## src/design/fdc_pkg.sv

```systemverilog
// ----------------------------------------------------------------------------
// fdc_pkg
// Shared constants and types for the factoradic digit converter.
// ----------------------------------------------------------------------------
package fdc_pkg;

  localparam int MAX_DIGITS_DEF = 16;
  localparam int VALUE_BITS_DEF = 32;

  localparam int COUNT_W  = 5;  // digit_count, position counter
  localparam int DIGIT_W  = 4;
  localparam int POS_W    = 4;
  localparam int RADIX_W  = 5;  // radix up to 31
  localparam int DIV_STEP = 4;  // quotient bits per divider cycle

  localparam logic [COUNT_W-1:0] DIGIT_COUNT_RESET = 5'd13;

  typedef logic [COUNT_W-1:0] count_t;

  typedef enum logic [1:0] {
    ST_IDLE,
    ST_EMIT,
    ST_DIV
  } seq_state_t;

endpackage

```

## src/design/fdc_intf.sv

```systemverilog
// ----------------------------------------------------------------------------
// fdc_intf
// Valid/ready channels: value request, digit result, configuration write.
// ----------------------------------------------------------------------------
interface fdc_req_if #(
  parameter int VALUE_BITS = fdc_pkg::VALUE_BITS_DEF
);
  logic                  valid;
  logic                  ready;
  logic [VALUE_BITS-1:0] value;

  modport source (output valid, output value, input ready);
  modport sink   (input valid, input value, output ready);
endinterface

interface fdc_res_if;
  logic                        valid;
  logic                        ready;
  logic [fdc_pkg::DIGIT_W-1:0] digit;
  logic [fdc_pkg::POS_W-1:0]   position;
  logic                        last;

  modport source (output valid, output digit, output position, output last, input ready);
  modport sink   (input valid, input digit, input position, input last, output ready);
endinterface

interface fdc_cfg_if;
  logic            valid;
  logic            ready;
  fdc_pkg::count_t digit_count;

  modport source (output valid, output digit_count, input ready);
  modport sink   (input valid, input digit_count, output ready);
endinterface

```

## src/design/fdc_div.sv

```systemverilog
// ----------------------------------------------------------------------------
// fdc_div
// Iterative restoring divider by a small radix, DIV_STEP quotient bits a cycle.
// ----------------------------------------------------------------------------
module fdc_div #(
  parameter int QW = 32
) (
  input  logic                        clk,
  input  logic                        rst,
  input  logic                        start,
  input  logic [QW-1:0]               dividend,
  input  logic [fdc_pkg::RADIX_W-1:0] divisor,
  output logic                        busy,
  output logic [QW-1:0]               quotient,
  output logic [fdc_pkg::RADIX_W-1:0] remainder
);

  localparam int STEPS = QW / fdc_pkg::DIV_STEP;
  localparam int CNT_W = $clog2(STEPS + 1);

  logic [QW-1:0]               work;
  logic [QW-1:0]               work_next;
  logic [fdc_pkg::RADIX_W-1:0] rem;
  logic [fdc_pkg::RADIX_W-1:0] rem_next;
  logic [fdc_pkg::RADIX_W-1:0] dsr;
  logic [CNT_W-1:0]            cnt;

  // dividend shifts out of the top, quotient bits shift in at the bottom
  always_comb begin
    logic [QW-1:0]               w;
    logic [fdc_pkg::RADIX_W-1:0] r;
    logic [fdc_pkg::RADIX_W:0]   trial;
    w     = work;
    r     = rem;
    trial = '0;
    for (int k = 0; k < fdc_pkg::DIV_STEP; k++) begin
      trial = {r, w[QW-1]};
      w     = {w[QW-2:0], 1'b0};
      if (trial >= {1'b0, dsr}) begin
        trial = trial - {1'b0, dsr};
        w[0]  = 1'b1;
      end
      r = trial[fdc_pkg::RADIX_W-1:0];
    end
    work_next = w;
    rem_next  = r;
  end

  always_ff @(posedge clk) begin
    if (rst) begin
      cnt <= '0;
    end else if (start) begin
      cnt <= CNT_W'(STEPS);
    end else if (cnt != '0) begin
      cnt <= cnt - CNT_W'(1);
    end
  end

  always_ff @(posedge clk) begin
    if (start) begin
      work <= dividend;
      rem  <= '0;
      dsr  <= divisor;
    end else if (cnt != '0) begin
      work <= work_next;
      rem  <= rem_next;
    end
  end

  assign busy      = (cnt != '0);
  assign quotient  = work;
  assign remainder = rem;

endmodule

```

## src/design/factoradic_digit_converter.sv

```systemverilog
// ----------------------------------------------------------------------------
// factoradic_digit_converter
// Expands an unsigned value into factoradic digits, least significant first.
// ----------------------------------------------------------------------------
//
//  channel | dir | handshake    | payload
//  --------+-----+--------------+-------------------------------------------
//  cfg     | in  | valid/ready  | digit_count (5b), ready always high
//  req     | in  | valid/ready  | value (VALUE_BITS)
//  res     | out | valid/ready  | digit (4b), position (4b), last (1b)
//
//  The shared divider serves every request: each position past zero runs one
//  division of the running quotient by (position+1), four bits a cycle.
//  req is ready only while the sequencer idles.
//  Reset: synchronous; clears the sequencer, the result valid and sets
//  digit_count to 13. No clearing pass.
//  Stalls: the divider works on the next position while a result waits on res.
//
module factoradic_digit_converter #(
  parameter int MAX_DIGITS = fdc_pkg::MAX_DIGITS_DEF,
  parameter int VALUE_BITS = fdc_pkg::VALUE_BITS_DEF
) (
  input logic       clk,
  input logic       rst,
  fdc_cfg_if.sink   cfg,
  fdc_req_if.sink   req,
  fdc_res_if.source res
);

  // divider width rounded up to whole steps
  localparam int QW = ((VALUE_BITS + fdc_pkg::DIV_STEP - 1) / fdc_pkg::DIV_STEP)
                      * fdc_pkg::DIV_STEP;

  fdc_pkg::seq_state_t state;
  fdc_pkg::seq_state_t state_next;

  fdc_pkg::count_t digit_count;   // config register
  fdc_pkg::count_t n_eff;         // clamped count
  fdc_pkg::count_t n_run;         // count latched for the current request
  fdc_pkg::count_t pos;           // position being emitted
  logic [QW-1:0]   quotient;      // running quotient
  logic [fdc_pkg::DIGIT_W-1:0] cur_digit;

  // result register
  logic                        res_valid;
  logic [fdc_pkg::DIGIT_W-1:0] res_digit;
  logic [fdc_pkg::POS_W-1:0]   res_position;
  logic                        res_last;

  logic slot_free;
  logic is_last;
  logic load_out;
  logic div_start;
  logic req_ready;
  logic req_accept;

  logic                        div_busy;
  logic [QW-1:0]               div_quo;
  logic [fdc_pkg::RADIX_W-1:0] div_rem;

  // --- configuration ---------------------------------------------------------
  assign cfg.ready = 1'b1;

  always_ff @(posedge clk) begin
    if (rst) begin
      digit_count <= fdc_pkg::DIGIT_COUNT_RESET;
    end else if (cfg.valid) begin
      digit_count <= cfg.digit_count;
    end
  end

  // zero means one, anything above MAX_DIGITS saturates
  always_comb begin
    if (digit_count == '0) begin
      n_eff = fdc_pkg::COUNT_W'(1);
    end else if (digit_count > fdc_pkg::COUNT_W'(MAX_DIGITS)) begin
      n_eff = fdc_pkg::COUNT_W'(MAX_DIGITS);
    end else begin
      n_eff = digit_count;
    end
  end

  // --- sequencer -------------------------------------------------------------
  assign slot_free  = !res_valid || res.ready;
  assign is_last    = ((pos + fdc_pkg::COUNT_W'(1)) == n_run);
  assign req_accept = req.valid && req_ready;

  always_comb begin
    state_next = state;
    case (state)
      fdc_pkg::ST_IDLE: begin
        if (req.valid) state_next = fdc_pkg::ST_EMIT;
      end
      fdc_pkg::ST_EMIT: begin
        if (slot_free) state_next = is_last ? fdc_pkg::ST_IDLE : fdc_pkg::ST_DIV;
      end
      fdc_pkg::ST_DIV: begin
        if (!div_busy) state_next = fdc_pkg::ST_EMIT;
      end
      default: state_next = fdc_pkg::ST_IDLE;
    endcase
  end

  always_comb begin
    req_ready = 1'b0;
    load_out  = 1'b0;
    div_start = 1'b0;
    case (state)
      fdc_pkg::ST_IDLE: req_ready = 1'b1;
      fdc_pkg::ST_EMIT: begin
        load_out  = slot_free;
        div_start = slot_free && !is_last;
      end
      fdc_pkg::ST_DIV: ;
      default: ;
    endcase
  end

  assign req.ready = req_ready;

  always_ff @(posedge clk) begin
    if (rst) begin
      state <= fdc_pkg::ST_IDLE;
    end else begin
      state <= state_next;
    end
  end

  // position 0 has radix one: digit 0, quotient untouched
  always_ff @(posedge clk) begin
    if (req_accept) begin
      quotient  <= QW'(req.value);
      pos       <= '0;
      n_run     <= n_eff;
      cur_digit <= '0;
    end else begin
      if (div_start) pos <= pos + fdc_pkg::COUNT_W'(1);
      if (state == fdc_pkg::ST_DIV && !div_busy) begin
        quotient  <= div_quo;
        cur_digit <= div_rem[fdc_pkg::DIGIT_W-1:0];
      end
    end
  end

  // next position is pos+1, its radix pos+2
  fdc_div #(
    .QW (QW)
  ) u_div (
    .clk       (clk),
    .rst       (rst),
    .start     (div_start),
    .dividend  (quotient),
    .divisor   (pos + fdc_pkg::RADIX_W'(2)),
    .busy      (div_busy),
    .quotient  (div_quo),
    .remainder (div_rem)
  );

  // --- result register -------------------------------------------------------
  always_ff @(posedge clk) begin
    if (rst) begin
      res_valid <= 1'b0;
    end else if (load_out) begin
      res_valid <= 1'b1;
    end else if (res.ready) begin
      res_valid <= 1'b0;
    end
  end

  always_ff @(posedge clk) begin
    if (load_out) begin
      res_digit    <= cur_digit;
      res_position <= pos[fdc_pkg::POS_W-1:0];
      res_last     <= is_last;
    end
  end

  assign res.valid    = res_valid;
  assign res.digit    = res_digit;
  assign res.position = res_position;
  assign res.last     = res_last;

endmodule

```

## src/flat_wrapper.sv

```systemverilog
// flat-port wrapper written by rule: the top's interface ports become plain ports
module factoradic_digit_converter_flat 
#(
  parameter int MAX_DIGITS = fdc_pkg::MAX_DIGITS_DEF,
  parameter int VALUE_BITS = fdc_pkg::VALUE_BITS_DEF
)
  (clk, rst, cfg_valid, cfg_digit_count, cfg_ready, req_valid, req_value, req_ready, res_valid, res_digit, res_position, res_last, res_ready);
  fdc_cfg_if cfg_i ();
  fdc_req_if #(.VALUE_BITS(VALUE_BITS)) req_i ();
  fdc_res_if res_i ();
  input logic clk;
  input logic rst;
  input wire logic [$bits(cfg_i.valid)-1:0] cfg_valid;
  input wire logic [$bits(cfg_i.digit_count)-1:0] cfg_digit_count;
  output wire logic [$bits(cfg_i.ready)-1:0] cfg_ready;
  input wire logic [$bits(req_i.valid)-1:0] req_valid;
  input wire logic [$bits(req_i.value)-1:0] req_value;
  output wire logic [$bits(req_i.ready)-1:0] req_ready;
  output wire logic [$bits(res_i.valid)-1:0] res_valid;
  output wire logic [$bits(res_i.digit)-1:0] res_digit;
  output wire logic [$bits(res_i.position)-1:0] res_position;
  output wire logic [$bits(res_i.last)-1:0] res_last;
  input wire logic [$bits(res_i.ready)-1:0] res_ready;
  assign cfg_i.valid = cfg_valid;
  assign cfg_i.digit_count = cfg_digit_count;
  assign cfg_ready = cfg_i.ready;
  assign req_i.valid = req_valid;
  assign req_i.value = req_value;
  assign req_ready = req_i.ready;
  assign res_valid = res_i.valid;
  assign res_digit = res_i.digit;
  assign res_position = res_i.position;
  assign res_last = res_i.last;
  assign res_i.ready = res_ready;
  factoradic_digit_converter #(.MAX_DIGITS(MAX_DIGITS), .VALUE_BITS(VALUE_BITS)) u_core (.clk(clk), .rst(rst), .cfg(cfg_i), .req(req_i), .res(res_i));
endmodule
```

## config.mk

```make
export PLATFORM = sky130hd
export DESIGN_NAME = factoradic_digit_converter_flat
export DESIGN_NICKNAME = d
export VERILOG_FILES = /design/src/design/fdc_pkg.sv /design/src/design/fdc_intf.sv /design/src/design/fdc_div.sv /design/src/design/factoradic_digit_converter.sv /design/src/flat_wrapper.sv
export SDC_FILE = /design/constraint.sdc
export NUM_CORES = 1
export LEC_CHECK = 0
export ABC_AREA = 0
export BUFFER_PORTS_ARGS = -buffer_cell sky130_fd_sc_hd__buf_2
export CAP_MARGIN = 20
export CORE_MARGIN = 3
export CORE_UTILIZATION = 53
export CTS_CLUSTER_DIAMETER = 80
export DETAILED_ROUTE_END_ITERATION = 10
export PLACE_DENSITY_LB_ADDON = 0.15
export SLEW_MARGIN = 25
export SYNTH_ARGS = -nofsm -noshare
export SYNTH_HDL_FRONTEND = slang
export SYNTH_HIERARCHICAL = 1
export SYNTH_SLANG_ARGS = --single-unit
```

## constraint.sdc

```tcl
create_clock -name clk -period 18.45 [get_ports clk]
set_input_delay 1.845 -clock clk [delete_from_list [all_inputs] [get_ports clk]]
set_output_delay 1.845 -clock clk [all_outputs]
set_load 0.02 [all_outputs]
```

== After elaboration in Yosys (flattened, before gate mapping) ==
Cells that the tools add are included.
Storage, ports and cells
  register bits after elaboration: 109
  bits of input ports: 42
Cells by class
  add/sub/neg operators: 7
  order comparisons: 5
  equality and inequality tests: 6
  multiplexer cells: 25
  reductions and logical operators: 16
Operators with widths (count)
  32-bit 2-to-1 mux: 4
  5-bit 2-to-1 mux: 5
  6-bit by 5-bit greater-or-equal comparator with 1-bit output: 4
  5-bit subtractor: 4
  1-bit 2-to-1 mux: 9
  2-bit 2-to-1 mux: 4
  4-bit 2-to-1 mux: 2
  2-bit case mux with 3 select lines: 1
  2-bit nonzero test: 3
  5-bit by 1-bit adder with 5-bit output, second input constant: 1
  5-bit by 2-bit adder with 5-bit output, second input constant: 1
  5-bit == test: 1
  5-bit > comparator, second input constant: 1
  5-bit zero test: 1
  2-bit inequality test, second input constant: 2
  4-bit nonzero test: 1
  2-bit OR reduction: 2
  4-bit by 1-bit subtractor with 4-bit output, second input constant: 1
  1-bit logical AND: 3
  1-bit zero test: 3
  3-bit AND reduction: 1
  2-bit by 1-bit == test with 1-bit output, second input constant: 1
  2-bit == test, second input constant: 1
  2-bit zero test: 1
  other kinds (2): 2

== Depth between registers and ports, before layout ==
Gate-level depths: netlist of run 1.
  word-level depth: 10
  mapped depth: 32

== Cells and area by module ==
Netlist of run 1, hierarchy kept.
By module, submodules not included
  fdc_div: times used 1, cells an instance 237, area an instance 2890.3 µm², seq. area each 1291.2 µm²
  factoradic_digit_converter: times used 1, cells an instance 250, area an instance 2726.4 µm², seq. area each 1721.7 µm²

== Worst setup path after synthesis of run 1 ==
Ideal clock, no wire load.
  path kind: register to register
  start: reg u_core.u_div.work[31], in the netlist u_core/u_div/quotient[31]
  end: reg u_core.u_div.work[0], in the netlist u_core/u_div/quotient[0] (data pin)
  setup time: 0.260 ns
  data arrival time: 7.027 ns
  data required time: 18.190 ns
  slack: 11.163 ns
  cell stages (with the launch flop): 30
  buffers on the path: 1
  clock period less this slack: 7.287 ns
  cells stage by stage: edfxtp_1 inv_1 ha_1 inv_1 fa_1 a21oi_1 o2bb2ai_2 or3_1 buf_6 mux2_2 ha_1 a41o_1 o22a_1 a211oi_4 mux2_2 fa_1 nand2b_1 a21oi_1 o22a_1 a211oi_1 mux2i_2 mux2i_1 fa_1 a21o_1 a21o_1 a21o_1 a21oi_1 o41ai_2 a221o_2 mux2_2
Between the ends
  cells in the longest elaborated chain, start to end: 10
  elaborated cells on any way between the ends: 13
  classes of those cells: add/sub (3); order compare (4); mux (6)
Ends and longest elaborated chain
  start: declaration: line fdc_div.sv:21  | logic [QW-1:0] work;
  start signal: assignment: line fdc_div.sv:61  | work <= dividend;
  start signal: assignment: line fdc_div.sv:65  | work <= work_next;
  5-bit subtractor / 6-bit by 5-bit greater-or-equal comparator with 1-bit output (equally long branches): line fdc_div.sv:40, fdc_div.sv:39
  5-bit 2-to-1 mux (*): line fdc_div.sv:39  | if (trial >= {1'b0, dsr}) begin
  5-bit subtractor / 6-bit by 5-bit greater-or-equal comparator with 1-bit output (equally long branches): line fdc_div.sv:40, fdc_div.sv:39
  5-bit 2-to-1 mux (*): line fdc_div.sv:39
  5-bit subtractor / 6-bit by 5-bit greater-or-equal comparator with 1-bit output (equally long branches): line fdc_div.sv:40, fdc_div.sv:39
  5-bit 2-to-1 mux (*): line fdc_div.sv:39
  6-bit by 5-bit greater-or-equal comparator with 1-bit output (*): line fdc_div.sv:39
  1-bit 2-to-1 mux (*): line fdc_div.sv:39
  32-bit 2-to-1 mux (*): line fdc_div.sv:64  | end else if (cnt != '0) begin
  32-bit 2-to-1 mux (*): line fdc_div.sv:60  | if (start) begin
Mark *: on every way between the ends. The rest lies on a longest branch, timed or not. The select of a mux whose other input is x is not followed.
A chain may end at the register's enable or synchronous reset.

== Worst setup path after layout of run 1 ==
Same ends and word-level chain as after synthesis.

==> results of run 1 <==
-- state kept, by name, indices dropped and copies added, names as in the netlist --
| name | cells |
|---|---|
| u_core/u_div/quotient | 32 |
| u_core/u_div/cnt | 4 |
| u_core/state | 2 |
| u_core/n_run | 5 |
| u_core/res.position | 4 |
| u_core/u_div/dsr | 5 |
| u_core/res.valid | 1 |
| u_core/pos | 5 |
| u_core/digit_count | 5 |
| u_core/cur_digit | 4 |
| u_core/res.digit | 4 |
| u_core/u_div/remainder | 5 |
| u_core/quotient | 32 |
| u_core/res.last | 1 |
-- through the flow --
step           cells  utilization
2_1_floorplan    487            -
3_3_place_gp     656       0.5944
3_5_place_dp     656       0.5944
4_1_cts          672       0.6147
5_1_grt          672       0.6147
6_report         672       0.6147
-- final cells by class --
| class | instances | area (sq um) |
|---|---|---|
| tap | 133 | 166.4 |
| timing repair buffer | 56 | 290.3 |
| clock inverter | 5 | 41.29 |
| fill | 821 | 3870 |
| clock buffer | 11 | 162.7 |
| inverter | 25 | 93.84 |
| multi-input combinational | 333 | 2407 |
| sequential | 109 | 3013 |
-- layer usage --
metal,global-route usage,part of all wire,up-vias
met3,0.03493,0.037,12
met5,0,0,-
met4,0.07574,0.015,0
li1,-,-,1815
met2,0.3377,0.50,76
met1,0.2768,0.45,1754
-- cell usage in the layout (no fill, tap or decap), drive strengths merged, types with 2 or more instances in the layout --
cell type | netlist | routed
clkbuf | 13 | 11
clkinv | 0 | 3
a41o | 2 | 2
nor4 | 2 | 2
nor3 | 4 | 4
xor2 | 6 | 6
a211o | 3 | 3
fa | 4 | 4
o211ai | 3 | 3
nand2b | 7 | 7
dfxtp | 26 | 26
mux2i | 11 | 11
and2 | 4 | 4
buf | 7 | 56
nand3 | 4 | 4
o311ai | 3 | 3
a21oi | 14 | 14
inv | 25 | 26
a311oi | 4 | 4
a21o | 10 | 10
a211oi | 4 | 4
nor2 | 24 | 24
mux2 | 38 | 38
nor2b | 5 | 5
edfxtp | 83 | 83
nand2 | 109 | 109
o31ai | 3 | 3
xnor2 | 16 | 16
or3 | 2 | 2
nand3b | 2 | 2
ha | 26 | 26
o22a | 2 | 2
or4 | 2 | 2
o21ai | 2 | 2
o2bb2ai | 2 | 2
-- critical path: cells and delay by family, from the launching register on --
kind	cells	cell delay, ns
AND/OR/NAND/NOR	2	0.63
AO/OA/AOI/OAI	14	2.97
flip-flops	1	0.41
multiplexers	5	1.79
adder cells (fa/ha/maj)	5	1.83
buffers and inverters	2	0.14
-- worst paths after layout --
check                                           endpoint  slack [ns]  cells past startpoint
worst max-delay path            u_core/u_div/quotient[0]       10.41                     28
worst min-delay path                 u_core/res.digit[3]        0.44                      0
worst max register to register  u_core/u_div/quotient[0]       10.41                     28
worst min register to register       u_core/res.digit[3]        0.44                      0
-- kinds of logic after synthesis --
family	Yosys count
adders and majority gates	30
and+or+nand+nor	171
xor gates and xnor gates	22
DFF	109
other	1
muxes	49
buffers and inverters	45
AOI/OAI and AO/OA	60
==> impl_metrics.env, run 1 <==
export IMPL_path_clk_slew_ns=0.10
export IMPL_fin_nets=606
export IMPL_synthMostInstantiatedCell="nand2_1"
export IMPL_grt_first_pass_wirelength_microns=18660
export IMPL_ant_nets=0
export IMPL_synth_cells=487
export IMPL_synth_distinct_cells=59
export IMPL_synth_nets=559
export IMPL_vias=3657
export IMPL_required_ns=18.58
export IMPL_dpl_cell_area_sq_um=5971
export IMPL_finalCritPeriodShare=0.4357
export IMPL_wirelength_microns=11270
export IMPL_netlist_area_sq_um=5617
export IMPL_hold_violations=0
export IMPL_clock_latency_ns=0.37
export IMPL_synth_top_area_cell="edfxtp_1"
export IMPL_ys_flop_type="edfxtp_1"
export IMPL_synthAdderAreaFrac=0.07218
export IMPL_hold_buffers=0
export IMPL_synth_compound_area_share=0.08844
export IMPL_yosysWarningCount=6
export IMPL_coreArea_sq_um=10040
export IMPL_clockRootBuffer="clkbuf_8"
export IMPL_synth_simple_gate_area_frac=0.1346
export IMPL_synth_area_top_cells="edfxtp_1 44%, dfxtp_1 9.3%, mux2_2 7.4%, nand2_1 7.3%, ha_1 5.8%"
export IMPL_dr_pass1_iters=4
export IMPL_arrival_ns=8.16
export IMPL_cts_setup_buffers=0
export IMPL_status="finished clean"
export IMPL_worstMarginPinSlew_ns=0.8445
export IMPL_post_route_min_period_ns=8.039
export IMPL_cts_sinks=109
export IMPL_die_area_sq_um=11870
export IMPL_drtIter0Drc=225
export IMPL_cts_tree="yes"
export IMPL_avgViaCountPerCell=5.442
export IMPL_critPathCaptureType="flip-flop"
export IMPL_clockBufferDepth=2
export IMPL_design_area_sq_um=6175
export IMPL_post_cts_resized=0
export IMPL_synth_top_family_by_area="simple AND/OR/NAND/NOR gates"
export IMPL_antenna_found_initial=0
export IMPL_drcViolationCount=0
export IMPL_crit_type="reg -> reg"
export IMPL_grt_max_degree=49
export IMPL_r2r_start="u_core/u_div/quotient[31]"
export IMPL_ys_top_cells_by_count="109 x nand2_1, 83 x edfxtp_1, 37 x mux2_2, 26 x dfxtp_1, 26 x ha_1"
export IMPL_start_kind="flip-flop"
export IMPL_fin_skew_ns=0.008557
export IMPL_grt_usage=0.2062
export IMPL_synth_seq_cells=109
export IMPL_async_flop_share=0
export IMPL_port_buffer_count=52
export IMPL_cp_slowest_cell="mux2i_2"
export IMPL_synthXorXnorAreaFrac=0.03564
export IMPL_area_growth_synth_to_final_pct=9.935
export IMPL_setup_viol_count_final=0
export IMPL_wl_per_cell_microns=16.77
export IMPL_dp_slack_ns=10.48
export IMPL_ys_seq_area_frac=0.5364
export IMPL_clock_fmax_mhz=124.4
export IMPL_hold_class="reg -> reg"
export IMPL_cts_htree_levels=3
export IMPL_num_io_pins=54
export IMPL_fp_dieW_microns=108.9
export IMPL_avgSynthCellArea_sq_um=11.53
export IMPL_startpoint="u_core/u_div/quotient[31]"
export IMPL_slew_viol_final=0
export IMPL_hpwl_microns=7867
export IMPL_hp_start="u_core/cur_digit[3]"
export IMPL_critPathMaxFanout=9
export IMPL_postLayoutSetupSlackWorst_ns=10.41
export IMPL_slew_headroom=0.4370
export IMPL_drive_above_1_share=0.2301
export IMPL_cts_buffers=9
export IMPL_hold_ws_ns=0.4446
export IMPL_die_h_microns=108.9
export IMPL_max_cap_viol_count=0
export IMPL_synth_edf_count=83
export IMPL_rows=36
export IMPL_grt_pass1_vias=3797
export IMPL_synth_mux_area_frac=0.09713
export IMPL_grt_overflow_total=0
export IMPL_rsz0062_at_grt="false"
export IMPL_finalSetupTns_ns=0
export IMPL_synth_top_area_share=0.4438
export IMPL_insertedDiodeCount=0
export IMPL_cpPeakStageDelay_ns=0.50
export IMPL_place_congestion=0.8499
export IMPL_initial_core_util=0.5592
Power of run 1 is not shown: default switching activity piles up to over one toggle a cycle in this logic, so the estimate is an artifact.
==> run 2, diff against run 1 <==
clock period = 7.5 ns   (was 18.45 ns; I/O delays follow)
==> impl_metrics.env, run 2 (same netlist as run 1, synthesis figures left out) <==
export IMPL_highest_layer="met4"
export IMPL_wl_met1_microns=4921
export IMPL_wirelength_microns=11090
export IMPL_place_congestion=0.8783
export IMPL_hold_violations=0
export IMPL_fp_dieW_microns=108.9
export IMPL_insertedDiodeCount=0
export IMPL_critPathMaxFanout=8
export IMPL_slew_viol_final=0
export IMPL_grt_first_pass_wirelength_microns=18460
export IMPL_ant_nets=0
export IMPL_start_kind="flip-flop"
export IMPL_initial_core_util=0.5592
export IMPL_reg_largest_list="u_core/quotient (32), u_core/u_div/quotient (32)"
export IMPL_fin_skew_ns=0.009270
export IMPL_hpwl_microns=7815
export IMPL_num_io_pins=54
export IMPL_dr_pass1_iters=5
export IMPL_grt_max_degree=50
export IMPL_fin_util=0.6176
export IMPL_drtIter0Drc=195
export IMPL_required_ns=7.61
export IMPL_cts_sinks=109
export IMPL_met3WireLength_microns=519
export IMPL_finalSetupTns_ns=0
export IMPL_vias=3709
export IMPL_arrival_ns=7.27
export IMPL_die_area_sq_um=11870
export IMPL_post_route_min_period_ns=7.164
export IMPL_fin_nets=609
export IMPL_cpPeakStageDelay_ns=0.45
export IMPL_wl_per_cell_microns=16.43
export IMPL_status="finished clean"
export IMPL_crit_type="reg -> reg"
export IMPL_clock_fmax_mhz=139.6
export IMPL_final_common_cell="nand2_1"
export IMPL_cp_slowest_cell="fa_1"
export IMPL_hold_buffers=0
export IMPL_antenna_found_initial=0
export IMPL_coreArea_sq_um=10040
export IMPL_hold_class="reg -> reg"
export IMPL_grt_pass1_vias=3778
export IMPL_drcViolationCount=0
export IMPL_drive_above_1_share=0.2417
export IMPL_cts_htree_levels=3
export IMPL_setup_viol_count_final=0
export IMPL_cts_tree="yes"
export IMPL_rows=36
export IMPL_grt_usage=0.2015
export IMPL_path_clk_slew_ns=0.10
export IMPL_die_h_microns=108.9
export IMPL_critPathCaptureType="flip-flop"
export IMPL_rsz0062_at_grt="false"
export IMPL_avgViaCountPerCell=5.495
export IMPL_area_growth_synth_to_final_pct=10.45
export IMPL_max_cap_viol_count=0
export IMPL_grt_overflow_total=0
export IMPL_clock_latency_ns=0.36
export IMPL_final_cell_mix="109 x nand2_1, 83 x edfxtp_1, 52 x buf_2"
export IMPL_clockBufferDepth=2
export IMPL_hold_ws_ns=0.4427
export IMPL_worstMarginPinSlew_ns=0.8350
export IMPL_finalCritPeriodShare=0.9552
export IMPL_clockRootBuffer="clkbuf_8"
export IMPL_slew_headroom=0.4433
export IMPL_wl_met2_microns=5463
export IMPL_cts_buffers=9
export IMPL_port_buffer_count=52
## run 2: what timing repair did
action	CTS	global route
resized for setup	0	4
endpoints found under the setup margin	0	6
buffers inserted	0	0
## run 2: worst max-delay path: cells and delay by family (launching register included)
kind	cells	cell delay [ns]
compound gates	14	2.65
mux	5	1.30
simple gates	2	0.49
fa+ha+maj	5	1.70
flops	1	0.41
buf+inv	3	0.36
## run 2: path summary, 6_finish.rpt
kind | start | end | slack [ns] | cells after the start
setup / recovery | u_core/u_div/quotient[31] | u_core/u_div/quotient[0] | 0.34 | 29
setup reg to reg | u_core/u_div/quotient[31] | u_core/u_div/quotient[0] | 0.34 | 29
hold reg to reg | u_core/cur_digit[2] | u_core/res.digit[2] | 0.44 | 0
hold / removal | u_core/cur_digit[2] | u_core/res.digit[2] | 0.44 | 0
## run 2: layout make-up
cell class,instances,area [sq um]
clock inverter,7,73.82
inverter,25,93.84
fill,841,3841
clock buffer,9,123.9
timing repair buffer,59,312.8
sequential,109,3013
multi-input combinational,333,2420
tap,133,166.4
## run 2: per-stage QoR
stage               instances  setup WS (ns)  instance area, sq um
floorplan                 487         0.2128                  5617
global placement          659         0.4832                  5993
detailed placement        659         0.2352                  5993
CTS                       675         0.2081                  6191
global route              675        0.01112                  6203
finish                    675         0.3359                  6203
## run 2: layer usage
layer / global-route usage / vias up
li1: - / 1815
met1: 0.2727 / 1771
met2: 0.3276 / 106
met3: 0.03612 / 17
met4: 0.07033 / 0
met5: 0 / -
Power of run 2 is left out for the same reason.
